==> config.mk <==
export PLATFORM = sky130hd
export DESIGN_NAME = lli_front
export DESIGN_NICKNAME = d
export VERILOG_FILES = /design/src/rtl/lli_pkg.sv /design/src/rtl/lli_front.sv
export SDC_FILE = /design/constraint.sdc
export NUM_CORES = 2
export LEC_CHECK = 0
export BUFFER_PORTS_ARGS = -buffer_cell sky130_fd_sc_hd__clkbuf_2
export CORE_MARGIN = 2
export CORE_UTILIZATION = 25
export DETAILED_ROUTE_END_ITERATION = 10
export PLACE_DENSITY_LB_ADDON = 0.08
export SLEW_MARGIN = 20
export SYNTH_ARGS = -nofsm -noshare
export SYNTH_HDL_FRONTEND = slang
export SYNTH_SLANG_ARGS = --single-unit
==> constraint.sdc <==
create_clock -name clk -period 29.3 [get_ports clk]
set_input_delay 1.465 -clock clk [delete_from_list [all_inputs] [get_ports clk]]
set_output_delay 1.465 -clock clk [all_outputs]
set_load 0.01 [all_outputs]
==> src/rtl/lli_pkg.sv <==
// shared constants and types for the two-line intersection block
package lli_pkg;

  localparam int COORD_WIDTH_DEF = 16;
  localparam int QUEUE_DEPTH     = 4;

  typedef enum logic [1:0] {
    ST_FOUND = 2'd0,
    ST_NONE  = 2'd1,
    ST_SAT   = 2'd2
  } status_t;

endpackage

==> src/rtl/lli_front.sv <==
// front end: cross products, determinant and zero-determinant classification
module lli_front #(
  parameter int COORD_WIDTH = lli_pkg::COORD_WIDTH_DEF,
  parameter int QW          = 4 * COORD_WIDTH + 2 * (2 * COORD_WIDTH + 1) + 2
) (
  input  logic                     clk,
  input  logic                     rst_n,
  input  logic                     in_tvalid,
  output logic                     in_tready,
  input  logic [8*COORD_WIDTH-1:0] in_tdata,
  output logic                     q_valid,
  input  logic                     q_ready,
  output logic [QW-1:0]            q_data
);
  import lli_pkg::*;

  localparam int W  = COORD_WIDTH;
  localparam int DW = 2 * W + 1;

  logic signed [W-1:0] p1x, p1y, d1x, d1y, p2x, p2y, d2x, d2y;
  logic signed [W:0]   dpx, dpy;
  logic                en;

  logic                f1_vld_r;
  logic signed [DW-1:0] m_a_r, m_b_r, m_c_r, m_d_r;
  logic signed [W-1:0] f1_p1x_r, f1_p1y_r, f1_d1x_r, f1_d1y_r;

  logic signed [DW:0]  den, num;
  logic [DW:0]         den_abs, num_abs;

  logic                f2_vld_r;
  logic [QW-1:0]       f2_data_r;

  assign p1x = $signed(in_tdata[0*W +: W]);
  assign p1y = $signed(in_tdata[1*W +: W]);
  assign d1x = $signed(in_tdata[2*W +: W]);
  assign d1y = $signed(in_tdata[3*W +: W]);
  assign p2x = $signed(in_tdata[4*W +: W]);
  assign p2y = $signed(in_tdata[5*W +: W]);
  assign d2x = $signed(in_tdata[6*W +: W]);
  assign d2y = $signed(in_tdata[7*W +: W]);

  assign dpx = $signed({p2x[W-1], p2x}) - $signed({p1x[W-1], p1x});
  assign dpy = $signed({p2y[W-1], p2y}) - $signed({p1y[W-1], p1y});

  assign en        = !f2_vld_r || q_ready;
  assign in_tready = en;

  always_ff @(posedge clk) begin
    if (!rst_n) begin
      f1_vld_r <= 1'b0;
      f2_vld_r <= 1'b0;
    end else if (en) begin
      f1_vld_r <= in_tvalid;
      f2_vld_r <= f1_vld_r;
    end
  end

  always_ff @(posedge clk) begin
    if (en) begin
      m_a_r    <= d1x * d2y;
      m_b_r    <= d1y * d2x;
      m_c_r    <= dpx * d2y;
      m_d_r    <= dpy * d2x;
      f1_p1x_r <= p1x;
      f1_p1y_r <= p1y;
      f1_d1x_r <= d1x;
      f1_d1y_r <= d1y;
    end
  end

  assign den     = $signed({m_a_r[DW-1], m_a_r}) - $signed({m_b_r[DW-1], m_b_r});
  assign num     = $signed({m_c_r[DW-1], m_c_r}) - $signed({m_d_r[DW-1], m_d_r});
  assign den_abs = den[DW] ? -den : den;
  assign num_abs = num[DW] ? -num : num;

  // word: zero flag, p1x, p1y, d1x, d1y, quotient sign, |num|, |den|
  always_ff @(posedge clk) begin
    if (en) begin
      f2_data_r <= {(den == '0), f1_p1x_r, f1_p1y_r, f1_d1x_r, f1_d1y_r,
                    num[DW] ^ den[DW], num_abs[DW-1:0], den_abs[DW-1:0]};
    end
  end

  assign q_valid = f2_vld_r;
  assign q_data  = f2_data_r;

endmodule

==> qor.csv <==
metric,value,unit
outcome,finished clean,
crit_top_cell,fa_1,
core-area,0.224,mm2
dr.first_iter.drc_count,1741,
crit_type,input pin to flop,
syn_inst,5759,
post-route-drc-count,0,
min_period_over_period,34.9,%
cp-end-kind,flop,
clock_latency,0.69,ns
die_w,479,um
grt_pass1_wl,266,mm
finalClockSkew,0.0407,ns
slowest_delay,0.54,ns
path_delay_family,adder cells,
cp-start-kind,input pin,
post_synth.cell_area_avg,9.78,um2
finalCriticalPeriod,10.23,ns
max-slew-margin-rel,21.4,%
clk_pin_slew,0.07,ns
row_count,174,
cp.required,29.73,ns
yosysSeqAreaShare,17.5,%
routed_wl,168,mm
worst_slew_pin_slew,1.18,ns
syn-cell-area,0.0563,mm2
wl_per_cell,18.8,um
cts_root_buf,clkbuf_16,
synth_area_leaders,"fa_1 38%, edfxtp_1 17%, ha_1 9.6%",
drive_above_1_share,7.39,%
fillerInstances,23785,
post-cts-setup-buffer-count,0,
die_y,479,um
r2r_start,m_c_r[3]$_DFFE_PP_,
cp_num_buf_inv,5,
crit_arrival,10.67,ns
initial_core_util,25.1,%
grt_use_total,15.1,%
die_area,0.229,mm2
grt_max_degree,143,
reg2reg_depth,14,
grt_setup_unrepaired,false,
synth-edff-count,326,
via_count,38736,
hp-class,flop to flop,
r2r_slack,23.79,ns
antenna_found_initial,11,
cts_resized,0,
fin_tns_setup,0,ns
cts_tree,yes,
cts_sinks,328,
ios,266,
cts.path.max_buffers,3,
ys_async_sr_fraction,0,%
critical_path.max_fanout,16,
fin_nets,7571,
r2r_end,q_data[46]$_DFFE_PP_,
ys_ff_latch,328,
synth_area_leader_cell,fa_1,
hold_viol,0,
critPathLaunch,in_tdata[0],
grt_pass1_vias,44007,
fmax,0.0977,GHz
hpwl,131,mm
slew_violations,0,
cts.hold.buffers_added,0,
cp-endpoint,m_c_r[32]$_DFFE_PP_,
cts_made_buffers,48,
synthToLayoutAreaGrowth,11.6,%
port_buffers,265,
synth.distinct_cells,80,
synthesis.nets,7403,
crit_slowest_cell,fa_1,
ys.flop_type,edfxtp_1,
cp.depth,37,
ys_warn_count,0,
vias_per_cell,4.32,
synth_top_area_share,38.4,%
gp_congestion,0.783,
max-cap-violations,0,
drt_pass1_iterations,5,
grt_overflow,0,
ant_nets,0,
setup_viol,0,
cts_max_level,2,
synthesized netlist by cell type, types with 4 or more instances:
| master | number |
|---|---|
| xnor2_1 | 202 |
| a221oi_1 | 7 |
| mux2_2 | 6 |
| o31a_1 | 7 |
| ha_1 | 432 |
| nor2_1 | 160 |
| o21ai_0 | 120 |
| o22ai_1 | 9 |
| a41oi_1 | 5 |
| o21ai_1 | 4 |
| o211ai_1 | 5 |
| mux2i_1 | 4 |
| nand4_1 | 18 |
| a2111oi_0 | 11 |
| a21o_1 | 53 |
| nand2b_1 | 69 |
| a211o_1 | 8 |
| or3_1 | 17 |
| xor2_1 | 58 |
| o31ai_1 | 19 |
| a41o_1 | 4 |
| and3_1 | 29 |
| nor2b_1 | 79 |
| o21bai_1 | 20 |
| nor3_1 | 52 |
| or4_1 | 6 |
| clkbuf_1 | 197 |
| o21a_1 | 35 |
| and2_1 | 401 |
| nand2_1 | 638 |
| nand3_1 | 54 |
| inv_1 | 1324 |
| a21oi_1 | 147 |
| a21boi_0 | 19 |
| o41ai_1 | 6 |
| a211oi_1 | 20 |
| a31oi_1 | 24 |
| fa_1 | 1080 |
| nand4b_1 | 4 |
| edfxtp_1 | 326 |
| or2_2 | 15 |
kinds of logic after synthesis:
group                    share of synthesized area [%]
AO/OA/AOI/OAI                                     6.44
AND/OR/NAND/NOR                                   13.7
adder cells (fa/ha/maj)                           48.0
flip-flops                                        17.5
buffers and inverters                             10.2
XOR/XNOR                                          4.04
multiplexers                                     0.191
routing by layer:
layer / track usage, % / part of all wire, % / vias to the layer above
met5: 0 / 0 / -
met4: 3.67 / 2.5 / 0
met3: 1.54 / 2.6 / 169
met2: 27.9 / 53 / 506
met1: 18.7 / 42 / 20075
li1: - / - / 17986
worst reg2reg max path, stage by stage (launching register included):
cell	delay [ns]
edfxtp_1	0.39
ha_1	0.46
o21a_1	0.17
o31a_1	0.24
o31ai_1	0.20
o21ai_0	0.51
o21ai_0	0.34
o41ai_1	0.66
a311oi_1	0.23
o21bai_1	0.26
nor2_1	0.09
mux2i_2	0.57
buf_4	0.36
a31oi_1	0.09
xnor2_1	0.62
layout by cell type, fill, tap and decap left out, types with 18 or more instances in the layout:
master | netlist | routed
nor2b_1 | 79 | 79
o31ai_1 | 19 | 19
a211oi_1 | 20 | 20
ha_1 | 432 | 432
edfxtp_1 | 326 | 326
nor3_1 | 52 | 48
a21boi_0 | 19 | 19
xnor2_1 | 202 | 202
clkbuf_2 | 0 | 265
and2_1 | 401 | 401
nand2b_1 | 69 | 68
a31oi_1 | 24 | 24
a21oi_1 | 147 | 147
buf_4 | 1 | 53
xor2_1 | 58 | 57
o21a_1 | 35 | 35
nand3_1 | 54 | 54
clkbuf_16 | 0 | 48
a21o_1 | 53 | 53
o21bai_1 | 20 | 20
nor2_1 | 160 | 150
nand2_1 | 638 | 638
nand4_1 | 18 | 18
o21ai_0 | 120 | 118
and3_1 | 29 | 29
inv_1 | 1324 | 1324
fa_1 | 1080 | 1080
layout make-up:
cell class | count | area, um2 | area share (%)
Multi-Input combinational cell | 3906 | 40800 | 65.0
Sequential cell | 328 | 9830 | 15.6
Inverter | 1324 | 4970 | 7.91
Tap cell | 2992 | 3740 | 5.96
Timing Repair Buffer | 319 | 1740 | 2.77
Clock buffer | 51 | 1210 | 1.93
Clock inverter | 38 | 504 | 0.802
Antenna cell | 6 | 15.0 | 0.0239
registers in the layout, indices dropped and copies added, names as in the netlist:
register,count
q_valid,1
f1_d1x_r,16
m_b_r,32
f1_p1x_r,16
m_c_r,33
f1_d1y_r,16
f1_p1y_r,16
m_a_r,32
q_data,132
f1_vld_r,1
m_d_r,33
metrics by stage:
stage          worst slack (ns)  util [%]  hold WS, ns  cell area (um2)  cells
6_report                  19.07      28.0        0.413            62900   8964
5_1_grt                   18.34      28.0        0.421            62800   8959
4_1_cts                   19.16      28.0        0.403            62800   8958
3_5_place_dp              18.46      27.2        0.405            61100   8869
3_3_place_gp              18.45      27.2        0.401            61100   8869
2_1_floorplan             18.47         -        0.400            56300   5759
worst min path at each step:
stage / startpoint / endpoint / slack (ns) / cells after the start
global placement: f1_p1y_r[11]$_DFFE_PP_ / q_data[110]$_DFFE_PP_ / 0.40 / 0
CTS: f1_p1x_r[14]$_DFFE_PP_ / q_data[129]$_DFFE_PP_ / 0.40 / 0
detailed placement: f1_d1y_r[5]$_DFFE_PP_ / q_data[72]$_DFFE_PP_ / 0.40 / 0
finish: f1_p1x_r[14]$_DFFE_PP_ / q_data[129]$_DFFE_PP_ / 0.41 / 0
floorplan: f1_p1y_r[1]$_DFFE_PP_ / q_data[100]$_DFFE_PP_ / 0.40 / 0
global route: f1_d1x_r[12]$_DFFE_PP_ / q_data[95]$_DFFE_PP_ / 0.42 / 0
Power is left out: the tool's default activity adds up to more than one toggle a clock period on the data nets, which glitch-free logic cannot reach.
