$ cat config.mk
export PLATFORM = sky130hd
export DESIGN_NAME = lli_queue
export DESIGN_NICKNAME = d
export VERILOG_FILES = /design/src/rtl/lli_pkg.sv /design/src/rtl/lli_queue.sv
export SDC_FILE = /design/constraint.sdc
export NUM_CORES = 1
export LEC_CHECK = 0
export ABC_AREA = 1
export BUFFER_PORTS_ARGS = -buffer_cell sky130_fd_sc_hd__buf_2
export CORE_MARGIN = 1
export CORE_UTILIZATION = 55
export DETAILED_ROUTE_END_ITERATION = 10
export GPL_TIMING_DRIVEN = 0
export PLACE_DENSITY = 0.77
export SLEW_MARGIN = 40
export SYNTH_ARGS = -nofsm -noshare
export SYNTH_HDL_FRONTEND = slang
export SYNTH_SLANG_ARGS = --single-unit
$ cat constraint.sdc
create_clock -name clk -period 4.8 [get_ports clk]
set_clock_uncertainty 0.2 [all_clocks]
set_input_delay 0.24 -clock clk [delete_from_list [all_inputs] [get_ports clk]]
set_output_delay 0.24 -clock clk [all_outputs]
set_load 0.1 [all_outputs]
$ cat src/rtl/lli_pkg.sv
// shared constants and types for the two-line intersection block
package lli_pkg;

  localparam int COORD_WIDTH_DEF = 16;
  localparam int QUEUE_DEPTH     = 4;

  typedef enum logic [1:0] {
    ST_FOUND = 2'd0,
    ST_NONE  = 2'd1,
    ST_SAT   = 2'd2
  } status_t;

endpackage

$ cat src/rtl/lli_queue.sv
// small first-word-fall-through queue between front and back
module lli_queue #(
  parameter int WIDTH = 8,
  parameter int DEPTH = lli_pkg::QUEUE_DEPTH
) (
  input  logic             clk,
  input  logic             rst_n,
  input  logic             wr_valid,
  output logic             wr_ready,
  input  logic [WIDTH-1:0] wr_data,
  output logic             rd_valid,
  input  logic             rd_ready,
  output logic [WIDTH-1:0] rd_data
);
  import lli_pkg::*;

  localparam int AW = (DEPTH > 1) ? $clog2(DEPTH) : 1;

  logic [WIDTH-1:0] mem [DEPTH];
  logic [AW-1:0]    wr_ptr_r, wr_ptr_nxt, rd_ptr_r, rd_ptr_nxt;
  logic [AW:0]      cnt_r, cnt_nxt;
  logic             push, pop;

  assign wr_ready = cnt_r != (AW+1)'(DEPTH);
  assign rd_valid = cnt_r != '0;
  assign push     = wr_valid && wr_ready;
  assign pop      = rd_valid && rd_ready;
  assign rd_data  = mem[rd_ptr_r];

  always_comb begin
    wr_ptr_nxt = wr_ptr_r;
    rd_ptr_nxt = rd_ptr_r;
    if (push) wr_ptr_nxt = (wr_ptr_r == AW'(DEPTH - 1)) ? '0 : wr_ptr_r + 1'b1;
    if (pop)  rd_ptr_nxt = (rd_ptr_r == AW'(DEPTH - 1)) ? '0 : rd_ptr_r + 1'b1;
    cnt_nxt = cnt_r + (AW+1)'(push) - (AW+1)'(pop);
  end

  always_ff @(posedge clk) begin
    if (!rst_n) begin
      wr_ptr_r <= '0;
      rd_ptr_r <= '0;
      cnt_r    <= '0;
    end else begin
      wr_ptr_r <= wr_ptr_nxt;
      rd_ptr_r <= rd_ptr_nxt;
      cnt_r    <= cnt_nxt;
    end
  end

  always_ff @(posedge clk) begin
    if (push) mem[wr_ptr_r] <= wr_data;
  end

endmodule

==> metrics.yaml, run 1 <==
status: "finished, violations left"
violations: "design-rule violations"
critPathLaunchType: "flop"
synth_seq_cells: 41
clkTransAtPathRegs_ps: 110
synth_nets: 159
wirelength_met1_mm: 1.24
cp_slowest_stage_delay_ps: 450
io_buffers: 21
diodes: 0
met2_length_mm: 1.52
required_ps: 4360
cp-end-kind: "output port"
ys_seq_area_share_pct: 67.3
routabilityCongestion: 0.773
place_hpwl_mm: 1.99
antenna_left: 0
rsz0062_at_grt: "no"
reg2reg_to: "cnt_r[2]$_SDFF_PN0_"
critPathKind: "flop to output port"
hold_viol_final: 0
slowest_stage: "buf_2"
drc: 2
io_pins: 22
layout-drive-gt1-share_pct: 22.9
ys_types: 23
period_share_pct: 46.2
clock.fmax_ghz: 0.451
dr_total_vias: 1115
numCtsBuffers: 5
antenna_found_initial: 0
drtPass1Iterations: 9
cts_root_buf: "clkbuf_4"
grt_pass1_vias: 1147
synthCells: 139
rows: 19
cpLargestDelayFamily: "buffers and inverters"
min_period_ps: 2220
fin_tns_setup_ps: 0
grt_pass1_wl_mm: 5.10
tightest_slew_ps: 750
fin_nets: 198
drt-vias-per-instance: 5.31
reg2reg_from: "cnt_r[1]$_SDFF_PN0_"
hold_class: "flop to flop"
die_w_um: 57.5
ff2ff_setup_slack_ps: 2610
insertion_delay_ps: 350
drv_slew: 0
max-cap-violations: 0
crit_arrival_ps: 1780
synth_area_um2: 1700
die_h_um: 57.5
cts_buffer_depth: 2
yosysWarnings: 0
routed-wl-met3_um: 171
path_max_fanout: 9
areaGrowthSynthToFinish_pct: 20.1
place_area_um2: 1840
grt_util_all_layers_pct: 22.0
synth.avg_cell_area_um2: 12.2
drt_iter0_drc: 33
start_util_pct: 60.0
coreArea_um2: 2830
maxSlewHeadroom_pct: 49.8
grt_max_degree: 13
highest_layer: "met4"
fill_cells: 209
wl_per_cell_um: 14.5
dieArea_um2: 3310
finalSetupViolations: 0
wl_mm: 3.04
cts_tree: "yes"
ctsHtreeMaxLevel: 2
overflow: 0
crit_buf_inv: 2
clock_sink_count: 41
cp_cell_sequence: "inv_1 -> o21ai_0 -> o22ai_1 -> buf_2"
hold_depth: 2
finalInstanceArea_um2: 2040
rr_worst_depth: 12
min_from: "rd_ptr_r[1]$_SDFFE_PN0N_"
==> per-stage QoR <==
| stage | cells | hold WS (ps) | utilization (%) | setup WS (ps) |
|---|---|---|---|---|
| floorplan | 139 | 138 | - | 2250 |
| global placement | 191 | 249 | 65.1 | 2740 |
| detailed placement | 191 | 257 | 65.1 | 2690 |
| CTS | 210 | 317 | 72.0 | 2560 |
| global route | 210 | 353 | 72.0 | 2450 |
| finish | 210 | 313 | 72.0 | 2580 |
==> cell usage after synthesis, drive strengths merged <==
master / count / share of area (%)
xnor2: 1 / 0.52
a21boi: 1 / 0.66
buf: 2 / 1.3
ha: 7 / 5.2
edfxtp: 32 / 57
dfxtp: 9 / 11
nand2: 11 / 3.0
a21oi: 1 / 0.29
inv: 14 / 3.1
o22ai: 8 / 2.9
nor2: 32 / 7.8
nand3b: 2 / 0.88
o21ai: 16 / 5.2
fa: 1 / 1.2
or2: 1 / 0.37
nand3: 1 / 0.29
==> sequential cells by signal, summed over array words and instances, names as in the netlist, named ones only <==
register,flops
rd_ptr_r,2
cnt_r,3
mem,32
wr_ptr_r,2
==> worst register-to-register path: cells and delay by family, from the launching register on <==
family                     cells  cell delay [ps]
adders and majority gates      3              800
DFF                            1              460
and+or+nand+nor                6              450
buffers and inverters          3              210
==> cells in the final DEF (no fill, tap or decap), drive strengths merged <==
master / synthesis / final
o21ai: 16 / 16
nor2: 32 / 32
clkbuf: 0 / 7
dfxtp: 9 / 9
fa: 1 / 1
nand3b: 2 / 2
nand3: 1 / 1
a21boi: 1 / 1
ha: 7 / 7
inv: 14 / 14
buf: 2 / 23
edfxtp: 32 / 32
or2: 1 / 1
o22ai: 8 / 8
bufinv: 0 / 1
dlygate4sd3: 0 / 11
nand2: 11 / 11
xnor2: 1 / 1
a21oi: 1 / 1
==> worst max path at each step <==
stage | start | to | slack, ps | cells after the start
after CTS | flop | rd_data[7] | 2560 | 5
after detailed placement | cnt_r[1]$_SDFF_PN0_ | cnt_r[2]$_SDFF_PN0_ | 2690 | 12
after global placement | cnt_r[1]$_SDFF_PN0_ | cnt_r[2]$_SDFF_PN0_ | 2740 | 12
final | flop | rd_data[7] | 2580 | 4
after global routing | flop | rd_data[6] | 2450 | 4
after floorplan | flop | rd_data[1] | 2250 | 4
==> area by class of cell <==
cell class                 instances  area, µm²  share of cell area, %
clock inverter                     1       30.0                   1.47
inverter                          14       52.6                   2.58
multi-input combinational         82        483                   23.7
timing repair buffer              32        215                   10.6
sequential                        41       1140                   56.0
buffer                             2       22.5                   1.10
clock buffer                       7       55.1                   2.70
tap                               31       38.8                   1.90
==> kinds of logic after synthesis <==
group	share of synthesized area [%]
AOI/OAI and AO/OA	9.07
buffers and inverters	4.42
xor gates and xnor gates	0.516
DFF	67.3
adders and majority gates	6.34
and+or+nand+nor	12.4
==> repair_timing <==
action / CTS / global route
hold endpoints to repair: 41 / 0
hold buffers: 11 / 0
resized for setup: 0 / 0
setup buffers: 0 / 0
==> metal layers <==
metal  vias up  track usage [%]
met4         0             15.3
met2        31             35.7
met5         -                0
met3        11             5.22
met1       519             25.8
li1        554                -
Power of run 1 is not shown: default switching activity piles up to over one toggle a cycle in this logic, so the estimate is an artifact.
==> inputs of run 2 (changes only) <==
clock period = 2.1 ns   (was 4.8 ns; I/O delays follow)
==> run 2 against run 1 <==
  * The flow still finishes with violations (design-rule violations)
  * Global-route usage shrank 0.86 points
  * Hold slack gained 4.7 ps
  * Register-to-register slack lost 2500 ps
==> metrics.yaml, run 2 (synthesized netlist as in run 1, its figures left out) <==
io_buffers: 21
grt_pass1_wl_mm: 4.96
maxSlewHeadroom_pct: 44.6
final_common_cell: "edfxtp_1"
violations: "design-rule violations"
ctsHtreeMaxLevel: 2
cts_tree: "yes"
hold_depth: 2
min_period_ps: 2030
largest_reg_flops: 32
layout-drive-gt1-share_pct: 33.5
cp_slowest_stage_delay_ps: 510
clock_sink_count: 41
critPathKind: "flop to flop"
numCtsBuffers: 5
fill_cells: 184
path_max_fanout: 3
start_util_pct: 60.0
fin_nets: 204
clkTransAtPathRegs_ps: 120
io_pins: 22
required_ps: 2160
antenna_left: 0
dr_total_vias: 1138
status: "finished, violations left"
finalSetupViolations: 0
diodes: 0
top_regs: "mem: 32 flops, cnt_r: 3 flops"
grt_pass1_vias: 1105
coreArea_um2: 2830
rr_worst_depth: 8
drv_slew: 0
grt_util_all_layers_pct: 21.1
layout_common_cells: "edfxtp_1, nor2_1, buf_2"
cts_root_buf: "clkbuf_4"
rows: 19
overflow: 0
cp-end-kind: "flop"
routabilityCongestion: 0.697
drt_iter0_drc: 49
clock.fmax_ghz: 0.493
fin_tns_setup_ps: 0
tightest_slew_ps: 828
drt-vias-per-instance: 5.27
crit_arrival_ps: 2080
grt_max_degree: 14
cts_buffer_depth: 2
cp_cell_sequence: "nor2_4 -> a21boi_2 -> ha_1 -> inv_1 -> ha_1 -> inv_1 -> fa_2 -> nor2_1"
drc: 2
die_w_um: 57.5
wl_mm: 3.13
place_hpwl_mm: 2.02
dieArea_um2: 3310
drtPass1Iterations: 7
wl_per_cell_um: 14.5
period_share_pct: 96.6
largest-register: "mem"
areaGrowthSynthToFinish_pct: 26.7
slowest_stage: "fa_2"
insertion_delay_ps: 340
die_h_um: 57.5
hold_viol_final: 0
max-cap-violations: 0
place_inst: 191
antenna_found_initial: 0
critPathLaunchType: "flop"
fin_cells: 216
hold_class: "primary input to flop"
## run 2: worst paths after layout
path	to	startpoint	slack, ps
setup / recovery	cnt_r[1]$_SDFF_PN0_	cnt_r[1]$_SDFF_PN0_	70
hold reg to reg	rd_ptr_r[0]$_SDFFE_PN0N_	rd_ptr_r[0]$_SDFFE_PN0N_	340
hold / removal	mem[0][6]$_DFFE_PP_	wr_data[6]	320
setup reg to reg	cnt_r[1]$_SDFF_PN0_	cnt_r[1]$_SDFF_PN0_	70
## run 2: metal layers
metal	global-route usage (%)	part of all wire (%)	vias up
li1	-	-	571
met1	23.7	41	534
met2	36.4	54	27
met3	6.58	3.0	6
met4	10.5	2.0	0
met5	0	0	-
## run 2: cell type report
cell class / count / area (µm²) / area share (%)
multi-input combinational: 82 / 556 / 25.8
timing repair buffer: 38 / 275 / 12.8
inverter: 14 / 52.6 / 2.44
buffer: 2 / 22.5 / 1.05
clock inverter: 3 / 16.3 / 0.757
sequential: 41 / 1150 / 53.6
tap: 31 / 38.8 / 1.80
clock buffer: 5 / 37.5 / 1.75
## run 2: repair_timing
action                                  CTS  global route
pin swaps                                 0             3
setup buffers                             0             6
hold buffers                             11             0
gates resized for setup                   2            12
hold endpoints to repair                 41             0
endpoints found under the setup margin    3             8
## run 2: through the flow
stage          util, %  area, µm²  worst slack (ps)  hold slack (ps)
6_report          76.0       2150              72.3              318
5_1_grt           76.0       2150             -24.6              316
4_1_cts           73.3       2070              5.36              296
3_5_place_dp      67.4       1910             -40.3              123
3_3_place_gp      67.4       1910              8.58              113
2_1_floorplan        -       1760              1.64             2.59
## run 2: critical path, delay by kind of cell (launching register included)
kind | cells | cell delay [ps]
AND/OR/NAND/NOR | 2 | 240
flip-flops | 1 | 380
buffers and inverters | 2 | 110
adder cells (fa/ha/maj) | 3 | 920
AO/OA/AOI/OAI | 1 | 100
Power of run 2 is left out for the same reason.
